### src/hdl/mtep_pkg.sv
// ---------------------------------------------------------------------------
// mtep_pkg: shared types and constants for the track event parser
// Beat structs for both channels, result/error codes, status byte values
// and the meta type lookup.
// ---------------------------------------------------------------------------
`default_nettype none

package mtep_pkg;

    localparam int unsigned MAX_VLQ_BYTES_DEF = 4;
    localparam int unsigned QTY_W             = 28;

    // result kinds
    localparam logic [2:0] KIND_VOICE   = 3'd0;
    localparam logic [2:0] KIND_MODE    = 3'd1;
    localparam logic [2:0] KIND_META    = 3'd2;
    localparam logic [2:0] KIND_SYSEX   = 3'd3;
    localparam logic [2:0] KIND_PAYLOAD = 3'd4;
    localparam logic [2:0] KIND_ERROR   = 3'd5;

    // error codes
    localparam logic [1:0] ERR_NONE     = 2'd0;
    localparam logic [1:0] ERR_UNKNOWN  = 2'd1;
    localparam logic [1:0] ERR_BAD_MODE = 2'd2;
    localparam logic [1:0] ERR_LENGTH   = 2'd3;

    // status byte values
    localparam logic [7:0] STATUS_MIN   = 8'h80;
    localparam logic [7:0] VOICE_MAX    = 8'hEF;
    localparam logic [3:0] CTRL_NIBBLE  = 4'hB;
    localparam logic [3:0] PROG_NIBBLE  = 4'hC;
    localparam logic [3:0] PRESS_NIBBLE = 4'hD;
    localparam logic [3:0] VOICE_BASE   = 4'h8;
    localparam logic [7:0] SYSEX_F0     = 8'hF0;
    localparam logic [7:0] SYSEX_F7     = 8'hF7;
    localparam logic [7:0] META_FF      = 8'hFF;
    localparam logic [7:0] CTRL_MAX     = 8'h77;
    localparam logic [7:0] MODE_FIRST   = 8'h78;
    localparam logic [7:0] DATA_MAX     = 8'h7F;

    typedef struct packed {
        logic [7:0] data_byte;
        logic       new_track;
    } byte_beat_t;

    typedef struct packed {
        logic [2:0]       event_kind;
        logic [QTY_W-1:0] delta_ticks;
        logic [3:0]       channel;
        logic [3:0]       sub_type;
        logic [7:0]       type_byte;
        logic [7:0]       first_data;
        logic [7:0]       second_data;
        logic [QTY_W-1:0] payload_length;
        logic             is_last;
        logic [1:0]       error_code;
    } event_beat_t;

    // index of a known meta type, 15 when unknown
    function automatic logic [3:0] meta_index(input logic [7:0] t);
        logic [3:0] idx;
        case (t)
            8'h00:   idx = 4'd0;
            8'h01:   idx = 4'd1;
            8'h02:   idx = 4'd2;
            8'h03:   idx = 4'd3;
            8'h04:   idx = 4'd4;
            8'h05:   idx = 4'd5;
            8'h06:   idx = 4'd6;
            8'h07:   idx = 4'd7;
            8'h20:   idx = 4'd8;
            8'h2F:   idx = 4'd9;
            8'h51:   idx = 4'd10;
            8'h54:   idx = 4'd11;
            8'h58:   idx = 4'd12;
            8'h59:   idx = 4'd13;
            8'h7F:   idx = 4'd14;
            default: idx = 4'd15;
        endcase
        return idx;
    endfunction

endpackage

`default_nettype wire

### src/hdl/midi_track_event_parser_unit.sv
// ---------------------------------------------------------------------------
// midi_track_event_parser_unit: track chunk byte parser
// Decodes delta times, voice/mode events with running status, and
// meta/sysex headers plus payload bytes, one track byte per beat.
// ---------------------------------------------------------------------------
// Usage:
//   byte_* channel takes one track byte per beat (valid/ready). Set
//   new_track on the first byte of a track: the parse restarts at a delta
//   time and running status is dropped.
//   event_* channel gives at most one result beat per byte: voice, mode,
//   meta/sysex header, payload byte or error. Bytes that only advance the
//   parse (delta bytes, status, first data byte...) give no beat.
// Path: an accepted byte waits in the input register; its result is
//   registered from there into the result register, which drives
//   event_valid.
// Throughput: one byte per cycle unless event_ready stalls, set by the
//   single decode pass from the input register into the result register.
// Stall: when the receiver holds event_ready low, the result register
//   keeps its beat and the input register can still take one more byte;
//   byte_ready drops only once both are full.
// Reset: async, active low. Parser returns to expecting a delta time with
//   all accumulators and running status cleared; both registers empty.
// ---------------------------------------------------------------------------
`default_nettype none

module midi_track_event_parser_unit #(
    parameter int unsigned MAX_VLQ_BYTES = mtep_pkg::MAX_VLQ_BYTES_DEF
) (
    input  wire logic                 clk,
    input  wire logic                 rst_n,
    input  wire logic                 byte_valid,
    output logic                      byte_ready,
    input  wire mtep_pkg::byte_beat_t byte_beat,
    output logic                      event_valid,
    input  wire logic                 event_ready,
    output mtep_pkg::event_beat_t     event_beat
);

    localparam int unsigned CNT_W = $clog2(MAX_VLQ_BYTES + 1);
    localparam int unsigned QW    = mtep_pkg::QTY_W;
    localparam logic [CNT_W-1:0] CNT_MAX = CNT_W'(MAX_VLQ_BYTES);

    typedef enum logic [3:0] {
        PH_DELTA,
        PH_STATUS,
        PH_DATA1,
        PH_DATA2,
        PH_CTRL,
        PH_MODEVAL,
        PH_META_TYPE,
        PH_META_LEN,
        PH_SYSEX_LEN,
        PH_META_PAY,
        PH_SYSEX_PAY
    } phase_t;

    // running kinds
    localparam logic [1:0] RUN_NONE  = 2'd0;
    localparam logic [1:0] RUN_VOICE = 2'd1;
    localparam logic [1:0] RUN_MODE  = 2'd2;

    // pipeline registers
    logic                  in_valid_reg;
    mtep_pkg::byte_beat_t  in_beat_reg;
    logic                  out_valid_reg;
    mtep_pkg::event_beat_t out_beat_reg;

    // parser state
    phase_t          phase_reg,   phase_next;
    logic [QW-1:0]   dacc_reg,    dacc_next;
    logic [CNT_W-1:0] cnt_reg,    cnt_next;
    logic [1:0]      rkind_reg,   rkind_next;
    logic [7:0]      rstat_reg,   rstat_next;
    logic [7:0]      hstat_reg,   hstat_next;
    logic [7:0]      hfirst_reg,  hfirst_next;
    logic [QW-1:0]   lacc_reg,    lacc_next;
    logic [QW-1:0]   prem_reg,    prem_next;

    logic                  advance;
    logic                  has_res;
    mtep_pkg::event_beat_t res;
    logic [7:0]            b;
    logic [CNT_W-1:0]      cnt_base;
    logic                  vlq_full;
    logic                  len_byte_ovf;
    logic [QW-1:0]         lacc_shift;
    logic [QW-1:0]         prem_dec;

    // result register frees up when empty or being drained
    assign advance     = !out_valid_reg || event_ready;
    assign byte_ready  = !in_valid_reg || advance;
    assign event_valid = out_valid_reg;
    assign event_beat  = out_beat_reg;

    assign b          = in_beat_reg.data_byte;
    // byte count seen by this beat: a new track restarts it
    assign cnt_base   = in_beat_reg.new_track ? '0 : cnt_reg;
    assign vlq_full   = (cnt_base >= CNT_MAX);
    assign lacc_shift = {lacc_reg[QW-8:0], b[6:0]};
    assign len_byte_ovf = vlq_full || (lacc_reg[QW-1:QW-7] != 7'd0);
    assign prem_dec   = prem_reg - QW'(1);

    always_comb
    begin
        phase_next  = phase_reg;
        dacc_next   = dacc_reg;
        cnt_next    = cnt_reg;
        rkind_next  = rkind_reg;
        rstat_next  = rstat_reg;
        hstat_next  = hstat_reg;
        hfirst_next = hfirst_reg;
        lacc_next   = lacc_reg;
        prem_next   = prem_reg;
        has_res     = 1'b0;
        res         = '0;

        if (in_beat_reg.new_track)
        begin
            rkind_next = RUN_NONE;
            rstat_next = 8'd0;
            phase_next = PH_DELTA;
            dacc_next  = '0;
            cnt_next   = '0;
        end

        // every result carries the delta seen at the start of the beat
        res.delta_ticks = dacc_next;

        case (phase_next)
            PH_STATUS:
            begin
                if (b inside {[mtep_pkg::STATUS_MIN:mtep_pkg::VOICE_MAX]})
                begin
                    hstat_next = b;
                    if (b[7:4] == mtep_pkg::CTRL_NIBBLE)
                        phase_next = PH_CTRL;
                    else
                    begin
                        rkind_next = RUN_VOICE;
                        rstat_next = b;
                        phase_next = PH_DATA1;
                    end
                end
                else if (b inside {mtep_pkg::SYSEX_F0, mtep_pkg::SYSEX_F7,
                                   mtep_pkg::META_FF})
                begin
                    hstat_next = b;
                    rkind_next = RUN_NONE;
                    lacc_next  = '0;
                    cnt_next   = '0;
                    phase_next = (b == mtep_pkg::META_FF) ? PH_META_TYPE : PH_SYSEX_LEN;
                end
                else if (!b[7] && rkind_next == RUN_VOICE)
                begin
                    hstat_next  = rstat_next;
                    hfirst_next = b;
                    if (rstat_next[7:4] == mtep_pkg::PROG_NIBBLE
                        || rstat_next[7:4] == mtep_pkg::PRESS_NIBBLE)
                    begin
                        has_res            = 1'b1;
                        res.event_kind     = mtep_pkg::KIND_VOICE;
                        res.channel        = rstat_next[3:0];
                        res.sub_type       = rstat_next[7:4] - mtep_pkg::VOICE_BASE;
                        res.first_data     = b;
                        res.is_last        = 1'b1;
                        phase_next         = PH_DELTA;
                        dacc_next          = '0;
                        cnt_next           = '0;
                    end
                    else
                        phase_next = PH_DATA2;
                end
                else if (!b[7] && rkind_next == RUN_MODE)
                begin
                    hstat_next  = rstat_next;
                    hfirst_next = b;
                    phase_next  = (b <= mtep_pkg::CTRL_MAX) ? PH_DATA2 : PH_MODEVAL;
                end
                else
                begin
                    has_res        = 1'b1;
                    res.event_kind = mtep_pkg::KIND_ERROR;
                    res.is_last    = 1'b1;
                    res.error_code = mtep_pkg::ERR_UNKNOWN;
                    rkind_next     = RUN_NONE;
                    phase_next     = PH_DELTA;
                    dacc_next      = '0;
                    cnt_next       = '0;
                end
            end

            PH_DATA1:
            begin
                hfirst_next = b;
                if (hstat_reg[7:4] == mtep_pkg::PROG_NIBBLE
                    || hstat_reg[7:4] == mtep_pkg::PRESS_NIBBLE)
                begin
                    has_res        = 1'b1;
                    res.event_kind = mtep_pkg::KIND_VOICE;
                    res.channel    = hstat_reg[3:0];
                    res.sub_type   = hstat_reg[7:4] - mtep_pkg::VOICE_BASE;
                    res.first_data = b;
                    res.is_last    = 1'b1;
                    phase_next     = PH_DELTA;
                    dacc_next      = '0;
                    cnt_next       = '0;
                end
                else
                    phase_next = PH_DATA2;
            end

            PH_DATA2:
            begin
                has_res         = 1'b1;
                res.event_kind  = mtep_pkg::KIND_VOICE;
                res.channel     = hstat_reg[3:0];
                res.sub_type    = hstat_reg[7:4] - mtep_pkg::VOICE_BASE;
                res.first_data  = hfirst_reg;
                res.second_data = b;
                res.is_last     = 1'b1;
                phase_next      = PH_DELTA;
                dacc_next       = '0;
                cnt_next        = '0;
            end

            PH_CTRL:
            begin
                rstat_next  = hstat_reg;
                hfirst_next = b;
                if (b <= mtep_pkg::CTRL_MAX)
                begin
                    rkind_next = RUN_VOICE;
                    phase_next = PH_DATA2;
                end
                else if (b <= mtep_pkg::DATA_MAX)
                begin
                    rkind_next = RUN_MODE;
                    phase_next = PH_MODEVAL;
                end
                else
                begin
                    has_res        = 1'b1;
                    res.event_kind = mtep_pkg::KIND_ERROR;
                    res.is_last    = 1'b1;
                    res.error_code = mtep_pkg::ERR_BAD_MODE;
                    rkind_next     = RUN_NONE;
                    phase_next     = PH_DELTA;
                    dacc_next      = '0;
                    cnt_next       = '0;
                end
            end

            PH_MODEVAL:
            begin
                has_res        = 1'b1;
                res.event_kind = mtep_pkg::KIND_MODE;
                res.channel    = hstat_reg[3:0];
                res.sub_type   = 4'(hfirst_reg - mtep_pkg::MODE_FIRST);
                res.first_data = b;
                res.is_last    = 1'b1;
                phase_next     = PH_DELTA;
                dacc_next      = '0;
                cnt_next       = '0;
            end

            PH_META_TYPE:
            begin
                hstat_next = b;
                lacc_next  = '0;
                cnt_next   = '0;
                phase_next = PH_META_LEN;
            end

            PH_META_LEN, PH_SYSEX_LEN:
            begin
                if (len_byte_ovf)
                begin
                    has_res        = 1'b1;
                    res.event_kind = mtep_pkg::KIND_ERROR;
                    res.is_last    = 1'b1;
                    res.error_code = mtep_pkg::ERR_LENGTH;
                    rkind_next     = RUN_NONE;
                    phase_next     = PH_DELTA;
                    dacc_next      = '0;
                    cnt_next       = '0;
                end
                else
                begin
                    lacc_next = lacc_shift;
                    cnt_next  = cnt_reg + CNT_W'(1);
                    if (!b[7])
                    begin
                        has_res            = 1'b1;
                        res.type_byte      = hstat_reg;
                        res.payload_length = lacc_shift;
                        res.is_last        = (lacc_shift == '0);
                        prem_next          = lacc_shift;
                        if (phase_reg == PH_META_LEN)
                        begin
                            res.event_kind = mtep_pkg::KIND_META;
                            res.sub_type   = mtep_pkg::meta_index(hstat_reg);
                        end
                        else
                            res.event_kind = mtep_pkg::KIND_SYSEX;
                        if (lacc_shift == '0)
                        begin
                            phase_next = PH_DELTA;
                            dacc_next  = '0;
                            cnt_next   = '0;
                        end
                        else
                            phase_next = (phase_reg == PH_META_LEN) ? PH_META_PAY
                                                                    : PH_SYSEX_PAY;
                    end
                end
            end

            PH_META_PAY, PH_SYSEX_PAY:
            begin
                prem_next          = prem_dec;
                has_res            = 1'b1;
                res.event_kind     = mtep_pkg::KIND_PAYLOAD;
                res.sub_type       = (phase_reg == PH_META_PAY)
                                     ? mtep_pkg::meta_index(hstat_reg) : 4'd0;
                res.type_byte      = hstat_reg;
                res.first_data     = b;
                res.payload_length = lacc_reg;
                res.is_last        = (prem_dec == '0);
                if (prem_dec == '0)
                begin
                    phase_next = PH_DELTA;
                    dacc_next  = '0;
                    cnt_next   = '0;
                end
            end

            default:
            begin
                // delta time, 7 bits per byte, msb group first
                if (vlq_full || (dacc_next[QW-1:QW-7] != 7'd0))
                begin
                    has_res        = 1'b1;
                    res.event_kind = mtep_pkg::KIND_ERROR;
                    res.is_last    = 1'b1;
                    res.error_code = mtep_pkg::ERR_LENGTH;
                    rkind_next     = RUN_NONE;
                    phase_next     = PH_DELTA;
                    dacc_next      = '0;
                    cnt_next       = '0;
                end
                else
                begin
                    dacc_next = {dacc_next[QW-8:0], b[6:0]};
                    cnt_next  = cnt_next + CNT_W'(1);
                    if (!b[7])
                        phase_next = PH_STATUS;
                end
            end
        endcase
    end

    // control and parser state
    always_ff @(posedge clk or negedge rst_n)
    begin
        if (!rst_n)
        begin
            in_valid_reg  <= 1'b0;
            out_valid_reg <= 1'b0;
            phase_reg     <= PH_DELTA;
            dacc_reg      <= '0;
            cnt_reg       <= '0;
            rkind_reg     <= RUN_NONE;
            rstat_reg     <= 8'd0;
            hstat_reg     <= 8'd0;
            hfirst_reg    <= 8'd0;
            lacc_reg      <= '0;
            prem_reg      <= '0;
        end
        else
        begin
            if (byte_valid && byte_ready)
                in_valid_reg <= 1'b1;
            else if (advance)
                in_valid_reg <= 1'b0;

            if (advance)
                out_valid_reg <= in_valid_reg && has_res;

            if (in_valid_reg && advance)
            begin
                phase_reg  <= phase_next;
                dacc_reg   <= dacc_next;
                cnt_reg    <= cnt_next;
                rkind_reg  <= rkind_next;
                rstat_reg  <= rstat_next;
                hstat_reg  <= hstat_next;
                hfirst_reg <= hfirst_next;
                lacc_reg   <= lacc_next;
                prem_reg   <= prem_next;
            end
        end
    end

    // payload registers
    always_ff @(posedge clk)
    begin
        if (byte_valid && byte_ready)
            in_beat_reg <= byte_beat;
        if (advance && in_valid_reg && has_res)
            out_beat_reg <= res;
    end

endmodule

`default_nettype wire
### config.mk
export PLATFORM = sky130hd
export DESIGN_NAME = midi_track_event_parser_unit
export DESIGN_NICKNAME = d
export VERILOG_FILES = /design/src/hdl/mtep_pkg.sv /design/src/hdl/midi_track_event_parser_unit.sv
export SDC_FILE = /design/constraint.sdc
export NUM_CORES = 1
export LEC_CHECK = 0
export BUFFER_PORTS_ARGS = -buffer_cell sky130_fd_sc_hd__clkbuf_2
export CAP_MARGIN = 10
export CORE_ASPECT_RATIO = 0.75
export CORE_MARGIN = 3
export CORE_UTILIZATION = 50
export CTS_CLUSTER_SIZE = 28
export DETAILED_ROUTE_END_ITERATION = 8
export PLACE_DENSITY = 0.69
export SYNTH_ARGS = -nofsm -noshare
export SYNTH_HDL_FRONTEND = slang
export SYNTH_SLANG_ARGS = --single-unit
### constraint.sdc
create_clock -name clk -period 18.8 [get_ports clk]
set_input_delay 3.76 -clock clk [delete_from_list [all_inputs] [get_ports clk]]
set_output_delay 3.76 -clock clk [all_outputs]
set_load 0.02 [all_outputs]
==> results of run 1 <==
[synth_stat cells, types with 5 or more instances]
master      n  area, um2
mux2_2      9        101
a22o_1     62        543
a21oi_1    70        350
clkbuf_1   65        244
a221oi_1    8       70.1
o21ai_0    80        400
a31oi_1     8       50.1
mux2i_1    11        110
inv_1      11       41.3
nand3_1    10       50.1
edfxtp_1  103       3090
nand2_1   109        409
o22ai_1     5       31.3
o211ai_1    5       37.5
or3_1       8       50.1
o21a_1      5       37.5
nand4_1     9       56.3
a22oi_1     7       52.6
nor2_1     82        308
nor3_1     32        160
nand2b_1    6       37.5
or4_1       7       52.6
nor2b_1    52        325
nor4_1     24        150
or4_4       5       56.3
dfrtp_1   119       2980
o31ai_1     8       60.1
buf_2       9       45.0
and3_1      8       50.1
a22o_2      8       80.1
or2_2       6       37.5
and2_1     16        100
[final timing paths]
check	start	to	slack, ns	cells after the start
max	event_ready	byte_ready	10.81	4
min	rstat_reg[4]	rstat_reg[4]	0.48	2
max reg2reg	phase_reg[1]	dacc_reg[5]	15.01	7
min reg2reg	rstat_reg[4]	rstat_reg[4]	0.48	2
max in group asynchronous	rst_n	cnt_reg[0]	14.17	2
min in group asynchronous	rst_n	hstat_reg[0]	3.32	1
[stage by stage]
step | total power [uW] | area, um2 | worst slack [ns]
6_report | 1920 | 12400 | 10.81
5_1_grt | 2030 | 12400 | 10.78
4_1_cts | 1920 | 12400 | 10.80
3_5_place_dp | 1430 | 11600 | 10.80
3_3_place_gp | 1420 | 11600 | 10.82
2_1_floorplan | 1260 | 11000 | 6.93
[cell type report]
type	instances	area share, %
sequential	222	48.8
multi-input combinational	737	36.3
timing repair buffer	123	5.25
clock buffer	33	5.09
tap	288	2.89
clock inverter	9	1.42
inverter	11	0.332
[cells by family after synthesis]
| family | synth area share [%] |
|---|---|
| AOI/OAI and AO/OA | 19.6 |
| muxes | 1.93 |
| and+or+nand+nor | 18.6 |
| adders and majority gates | 0.457 |
| xor gates and xnor gates | 0.400 |
| buffers and inverters | 3.67 |
| DFF | 55.4 |
[per-layer routing]
layer  share of wire [%]  up-vias  track usage, %  routed length, um
met5                   0        -               0                  0
met4                 1.5        0            4.10                412
met3                 9.6       31            4.73               2710
met2                  40      377            31.2              11300
met1                  49     4169            40.1              13700
li1                    -     4061               -                  -
[report_power, final]
group / internal [uW] / switching (uW) / total [uW]
combinational: 224 / 380 / 603
sequential: 675 / 150 / 825
clock: 303 / 186 / 489
total: 1200 / 716 / 1920
[critical path: cells and delay by family]
| kind | cells | cell delay (ns) |
|---|---|---|
| buf+inv | 2 | 0.26 |
| simple gates | 2 | 0.22 |
==> flow_summary.toml, run 1 <==
[outcome]
status = "finished clean"

[layout]
syn2layout_area_growth_pct = 13.6
fill_cells = 1813
stdcell_count = 1423
drive_above_1_share_pct = 17.8
regArea_um2 = 6070
n_antenna_cell = 0
nNetsFinal = 1135
layout_commonest_cell = "dfrtp_1"
multi_input_area_um2 = 4510
post-route-util_pct = 58.3
final_cell_mix = "dfrtp_1 (119), nand2_1 (109), clkbuf_2 (108), edfxtp_1 (103), nor2_1 (82)"
largest_reg_flops = 94

[cts]
clk_latency_ns = 0.52
ctsRootBufferMaster = "clkbuf_16"
tritoncts = "yes"
clk_path_buf_depth = 3
clock-sinks = 222
cts_resized = 0
cts_setup_buffers = 0
cts_htree_levels = 1
numCtsBuffers = 23
postCtsHoldBufs = 0
clkTransAtPathRegs_ns = 0.06

[min_path]
holdCritPathClass = "flop to flop"

[die]
die_area_um2 = 23700
start_util_pct = 51.3
die_y_um = 134
num_rows = 46
core_um2 = 21400
io_pins = 109
fp.dieW_um = 177

[synthesis]
yosysSeqAreaShare_pct = 55.4
synthArstFlopShare_pct = 53.6
synth_fp_nets = 1070
synth_area_um2 = 11000
yosys_warnings = 0
synth-main-ff-cell = "dfrtp_1"
synth-seq-cells = 222
synth_cells = 1053
yosysUniqueCellTypes = 76
synth_edf_count = 103
synth_area_per_cell_um2 = 10.4

[job]
maxCapViolations = 0

[worst_setup_path]
crit_fanout = 3
path_class = "input pin to output pin"
worstPathArrival_ns = 4.23
cp-end-kind = "output pin"
cp_slowest_stage_delay_ns = 0.17
required_ns = 15.04
slowest_stage = "clkbuf_2"
crit_chain = "clkbuf_2 -> nor2b_1 -> nand2_1 -> clkbuf_2"
path_common_cell = "clkbuf_2"
start_kind = "input pin"

[timing]
finalHoldViolCount = 0
timing.fmax_mhz = 125
whs_ns = 0.481
clock-skew-final_ns = 0.0190
finalCritPeriodShare_pct = 42.5
relSlewSlack_pct = 28.8
min_period_ns = 7.99
rsz0062_at_grt = "false"
slew_violations = 0
worst_pin_slew_ns = 1.06
setup_viol = 0
fin_setup_tns_ns = 0

[grt]
grt_pass1_wl_mm = 45.0
antenna_found_initial = 0
grt.total_usage_pct = 23.7
grt_pass1_vias = 7829
overflow = 0
grt_max_degree = 66

[place]
hpwlAfterDp_mm = 18.5
gp_congestion = 0.923
placedCellCount = 1380
port_buffers = 108

[route]
num_vias = 8638
first_iter_violations = 1027
wire_per_inst_um = 19.8
drcViolationCount = 0
vias_per_cell = 6.07
dr.pass1.iters = 5
ant_nets = 0
routed_wl_mm = 28.1

[pwr]
p_leak_uw = 0.00490
vdd_drop_max_mv = 0.0804
powerDensity_nw_per_um2 = 154
No activity file was read; power rests on OpenSTA's default activity.
==> inputs of run 2 (changes only) <==
- PLACE_DENSITY: 0.69 -> 0.72
- clock period: 18.8 -> 6.4 ns (I/O delays scaled with it)
==> flow_summary.toml, run 2 (same netlist as run 1, synthesis figures left out) <==
[cts]
cts_resized = 0
numCtsBuffers = 23
clock-sinks = 222
tritoncts = "yes"
postCtsHoldBufs = 0
clk_path_buf_depth = 3
cts_setup_buffers = 0
clk_latency_ns = 0.52
cts_htree_levels = 1
ctsRootBufferMaster = "clkbuf_16"
clkTransAtPathRegs_ns = 0.06

[die]
io_pins = 109
core_um2 = 21400
fp.dieW_um = 177
num_rows = 46
die_area_um2 = 23700
start_util_pct = 51.3
die_y_um = 134

[min_path]
holdCritPathClass = "flop to flop"

[place]
gp_congestion = 0.931
hpwlAfterDp_mm = 19.3
port_buffers = 108
place_ws_ns = 2.81
postPlaceCellArea_um2 = 11700

[timing]
min_period_ns = 3.75
relSlewSlack_pct = 44.8
fin_setup_tns_ns = 0
slew_violations = 0
clock-skew-final_ns = 0.0167
finalCritPeriodShare_pct = 58.6
worst_pin_slew_ns = 0.817
timing.fmax_mhz = 267
finalHoldViolCount = 0
whs_ns = 0.485
setup_viol = 0
rsz0062_at_grt = "false"
timing.final.ws_setup_ns = 2.65

[grt]
grt_pass1_vias = 7840
antenna_found_initial = 0
grt.total_usage_pct = 24.0
grt_pass1_wl_mm = 45.2
overflow = 0
grt_max_degree = 89

[job]
maxCapViolations = 0

[route]
wire_per_inst_um = 20.1
vias_per_cell = 6.12
drcViolationCount = 0
ant_nets = 0
first_iter_violations = 869
num_vias = 8735
routed_wl_mm = 28.7
dr.pass1.iters = 5

[pwr]
p_total_uw = 5590
power_frac_seq_pct = 43.4
p_switching_uw = 2130
vdd_drop_max_mv = 0.230
p_int_uw = 3460
combinationalPowerShare_pct = 32.2
powerDensity_nw_per_um2 = 449
pwr-share-clk_pct = 24.4
p_sw_share_pct = 38.1
p_leak_uw = 0.00492

[layout]
largest_reg_flops = 94
drive_above_1_share_pct = 18.4
layout_commonest_cell = "dfrtp_1"
fill_cells = 1804
final_cell_mix = "dfrtp_1 (119), nand2_1 (109), clkbuf_2 (107), edfxtp_1 (103), nor2_1 (82)"
syn2layout_area_growth_pct = 13.7
n_antenna_cell = 0
nNetsFinal = 1139
final_cell_area_um2 = 12500

[worst_setup_path]
cp-end-kind = "flop"
path_class = "flop to flop"
worstPathArrival_ns = 4.20
start_kind = "flop"
required_ns = 6.85
crit_fanout = 28

[outcome]
status = "finished clean"
run 2: changes by cell type in the layout (fill, tap and decap cells not counted), sizes merged:
cell | previous run | this run
clkbuf | 141 | 136
clkinv | 2 | 7
inv | 12 | 13
buf | 15 | 20
bufinv | 5 | 3
run 2: worst max-delay path, stage by stage, from the launching register on:
cell and delay (ns):
dfrtp_1 0.64, nor2_1 0.15, a221oi_1 0.75, o221ai_1 0.36
a311oi_1 0.65, a21oi_1 0.21, a31oi_4 0.65, a22o_2 0.24
run 2: worst paths after layout:
check                                   from           end  slack (ns)  depth (start not counted)
worst min register to register  rstat_reg[0]  rstat_reg[0]        0.48                          2
min in group asynchronous              rst_n  dacc_reg[18]        0.74                          1
worst max-delay path            phase_reg[1]   dacc_reg[9]        2.65                          7
worst max register to register  phase_reg[1]   dacc_reg[9]        2.65                          7
worst min-delay path            rstat_reg[0]  rstat_reg[0]        0.48                          2
max in group asynchronous              rst_n  prem_reg[26]        4.66                          2
run 2: stage by stage:
stage / cells / util, %
finish: 1427 / 58.3
global route: 1427 / 58.3
CTS: 1427 / 58.3
detailed placement: 1385 / 54.7
global placement: 1385 / 54.7
floorplan: 1053 / -
run 2: routing by layer:
layer / vias up / part of all wire [%] / GRT usage, %
li1: 4065 / - / -
met1: 4202 / 48 / 38.7
met2: 422 / 40 / 31.9
met3: 46 / 11 / 6.85
met4: 0 / 2.0 / 4.67
met5: - / 0 / 0
run 2: area by class of cell:
cell class | instances | area [um2] | area share [%]
Tap cell | 288 | 360 | 2.89
Sequential cell | 222 | 6070 | 48.7
Clock inverter | 13 | 158 | 1.27
Clock buffer | 29 | 618 | 4.96
Multi-Input combinational cell | 737 | 4510 | 36.2
Inverter | 11 | 41.3 | 0.331
Timing Repair Buffer | 127 | 698 | 5.60
run 2: power by group through the flow:
stage               Clock [uW]  Combinational [uW]  Sequential [uW]
CTS                       1400                1790             2410
global route              1460                1980             2480
global placement             0                1760             2430
detailed placement           0                1780             2440
finish                    1370                1800             2420
floorplan                    0                1240             2430
==> inputs of run 3 (changes only) <==
- PLACE_DENSITY: 0.72 -> 0.69
- clock period: 6.4 -> 3.55 ns (I/O delays scaled with it)
==> flow_summary.toml, run 3 (same netlist as run 1, synthesis figures left out) <==
[worst_setup_path]
worstPathArrival_ns = 3.71
crit_fanout = 14
cp-end-kind = "flop"
required_ns = 3.95
path_class = "flop to flop"
start_kind = "flop"

[route]
dr.pass1.iters = 5
wire_per_inst_um = 19.9
routed_wl_mm = 29.0
ant_nets = 0
num_vias = 8873
drcViolationCount = 0
vias_per_cell = 6.08
first_iter_violations = 1046

[layout]
stdcell_count = 1459
layout_commonest_cell = "dfrtp_1"
nNetsFinal = 1171
final_cell_mix = "dfrtp_1 (119), nand2_1 (109), clkbuf_2 (107), edfxtp_1 (103), nor2_1 (82)"
syn2layout_area_growth_pct = 17.1
fill_cells = 1788
largest_reg_flops = 94
n_antenna_cell = 0
drive_above_1_share_pct = 21.0

[pwr]
vdd_drop_max_mv = 0.446
pwr-share-clk_pct = 25.4
p_sw_share_pct = 37.0
p_switching_uw = 3850
powerDensity_nw_per_um2 = 811
power_frac_seq_pct = 41.3
combinationalPowerShare_pct = 33.3
p_leak_uw = 0.00511
p_int_uw = 6550

[cts]
clock-sinks = 222
clkTransAtPathRegs_ns = 0.06
clk_path_buf_depth = 3
postCtsHoldBufs = 0
numCtsBuffers = 23
cts_htree_levels = 1
ctsRootBufferMaster = "clkbuf_16"
clk_latency_ns = 0.52
tritoncts = "yes"

[min_path]
holdCritPathClass = "input pin to async pin"

[timing]
fin_setup_tns_ns = 0
finalCritPeriodShare_pct = 93.4
min_period_ns = 3.32
clock-skew-final_ns = 0.0194
setup_viol = 0
timing.fmax_mhz = 302
finalHoldViolCount = 0
worst_pin_slew_ns = 0.765
rsz0062_at_grt = "false"
relSlewSlack_pct = 48.9
slew_violations = 0

[grt]
grt_pass1_vias = 8059
antenna_found_initial = 0
overflow = 0
grt_pass1_wl_mm = 46.0
grt_max_degree = 66
grt.total_usage_pct = 24.3

[job]
maxCapViolations = 0

[die]
core_um2 = 21400
start_util_pct = 51.3
num_rows = 46
die_y_um = 134
fp.dieW_um = 177
die_area_um2 = 23700
io_pins = 109

[place]
gp_congestion = 0.983
hpwlAfterDp_mm = 19.8
port_buffers = 108
placedCellCount = 1415

[outcome]
status = "finished clean"
-- run 3: cell types whose count changed in the layout (fill, tap and decap cells not counted), moves of 2 or more --
cell	change
nor3_2	+2
clkinv_1	+3
nor3_1	-2
bufinv_16	+3
buf_4	+30
clkinv_2	-3
-- run 3: stage by stage --
stage / worst slack (ns) / area [um2] / hold slack [ns] / utilization, % / total power [uW]
6_report: 0.234 / 12800 / 0.194 / 60.1 / 10400
4_1_cts: 0.0693 / 12800 / 0.204 / 59.9 / 10400
3_3_place_gp: 0.147 / 12000 / 0.458 / 56.1 / 7680
2_1_floorplan: -0.700 / 11000 / 0.414 / - / 6650
3_5_place_dp: 0.0874 / 12000 / 0.465 / 56.1 / 7730
5_1_grt: 0.0598 / 12800 / 0.234 / 60.1 / 11000
-- run 3: power by group through the flow --
stage	logic (uW)	clock network [uW]	registers (uW)
finish	3470	2640	4290
global route	3800	2800	4390
global placement	3380	0	4300
CTS	3440	2680	4270
floorplan	2280	0	4360
detailed placement	3420	0	4310
-- run 3: final timing paths --
path	cells after the start	to	slack (ns)	from
max	10	dacc_reg[3]	0.23	prem_reg[1]
min	1	dacc_reg[19]	0.19	rst_n
max reg2reg	10	dacc_reg[3]	0.23	prem_reg[1]
min reg2reg	2	rstat_reg[1]	0.48	rstat_reg[1]
max in group asynchronous	2	hfirst_reg[3]	2.53	rst_n
min in group clk	1	b[6]	0.37	byte_beat[7]
-- run 3: worst max-delay path: stages (launching register included) --
cell	delay (ns)
dfrtp_1	0.44
inv_1	0.12
ha_1	0.28
or3b_2	0.57
or4_1	0.50
xor2_1	0.20
nand2_1	0.12
nor4_4	0.28
buf_4	0.20
a31oi_4	0.20
a22o_2	0.29
-- run 3: layer usage --
layer  vias up  share of wire, %  track usage [%]
met5         -                 0                0
met3        40               8.7             4.47
met1      4311                49             40.0
li1       4131                 -                -
met4         0               1.9             4.67
met2       391                41             33.2
-- run 3: layout make-up --
type	count	area, um2	share of cell area (%)
clock buffers	29	608	4.74
clock inverters	13	219	1.71
inverters	11	41.3	0.322
multi-input cells	738	4590	35.7
flip-flops and latches	222	6070	47.3
well taps	288	360	2.81
repair buffers	158	943	7.35
-- run 3: timing repair --
action / 4_1_cts / 5_1_grt
endpoints found under the hold margin: 0 / 0
gates resized for setup: 0 / 1
endpoints found under the setup margin: 0 / 28
buffers inserted: 0 / 1
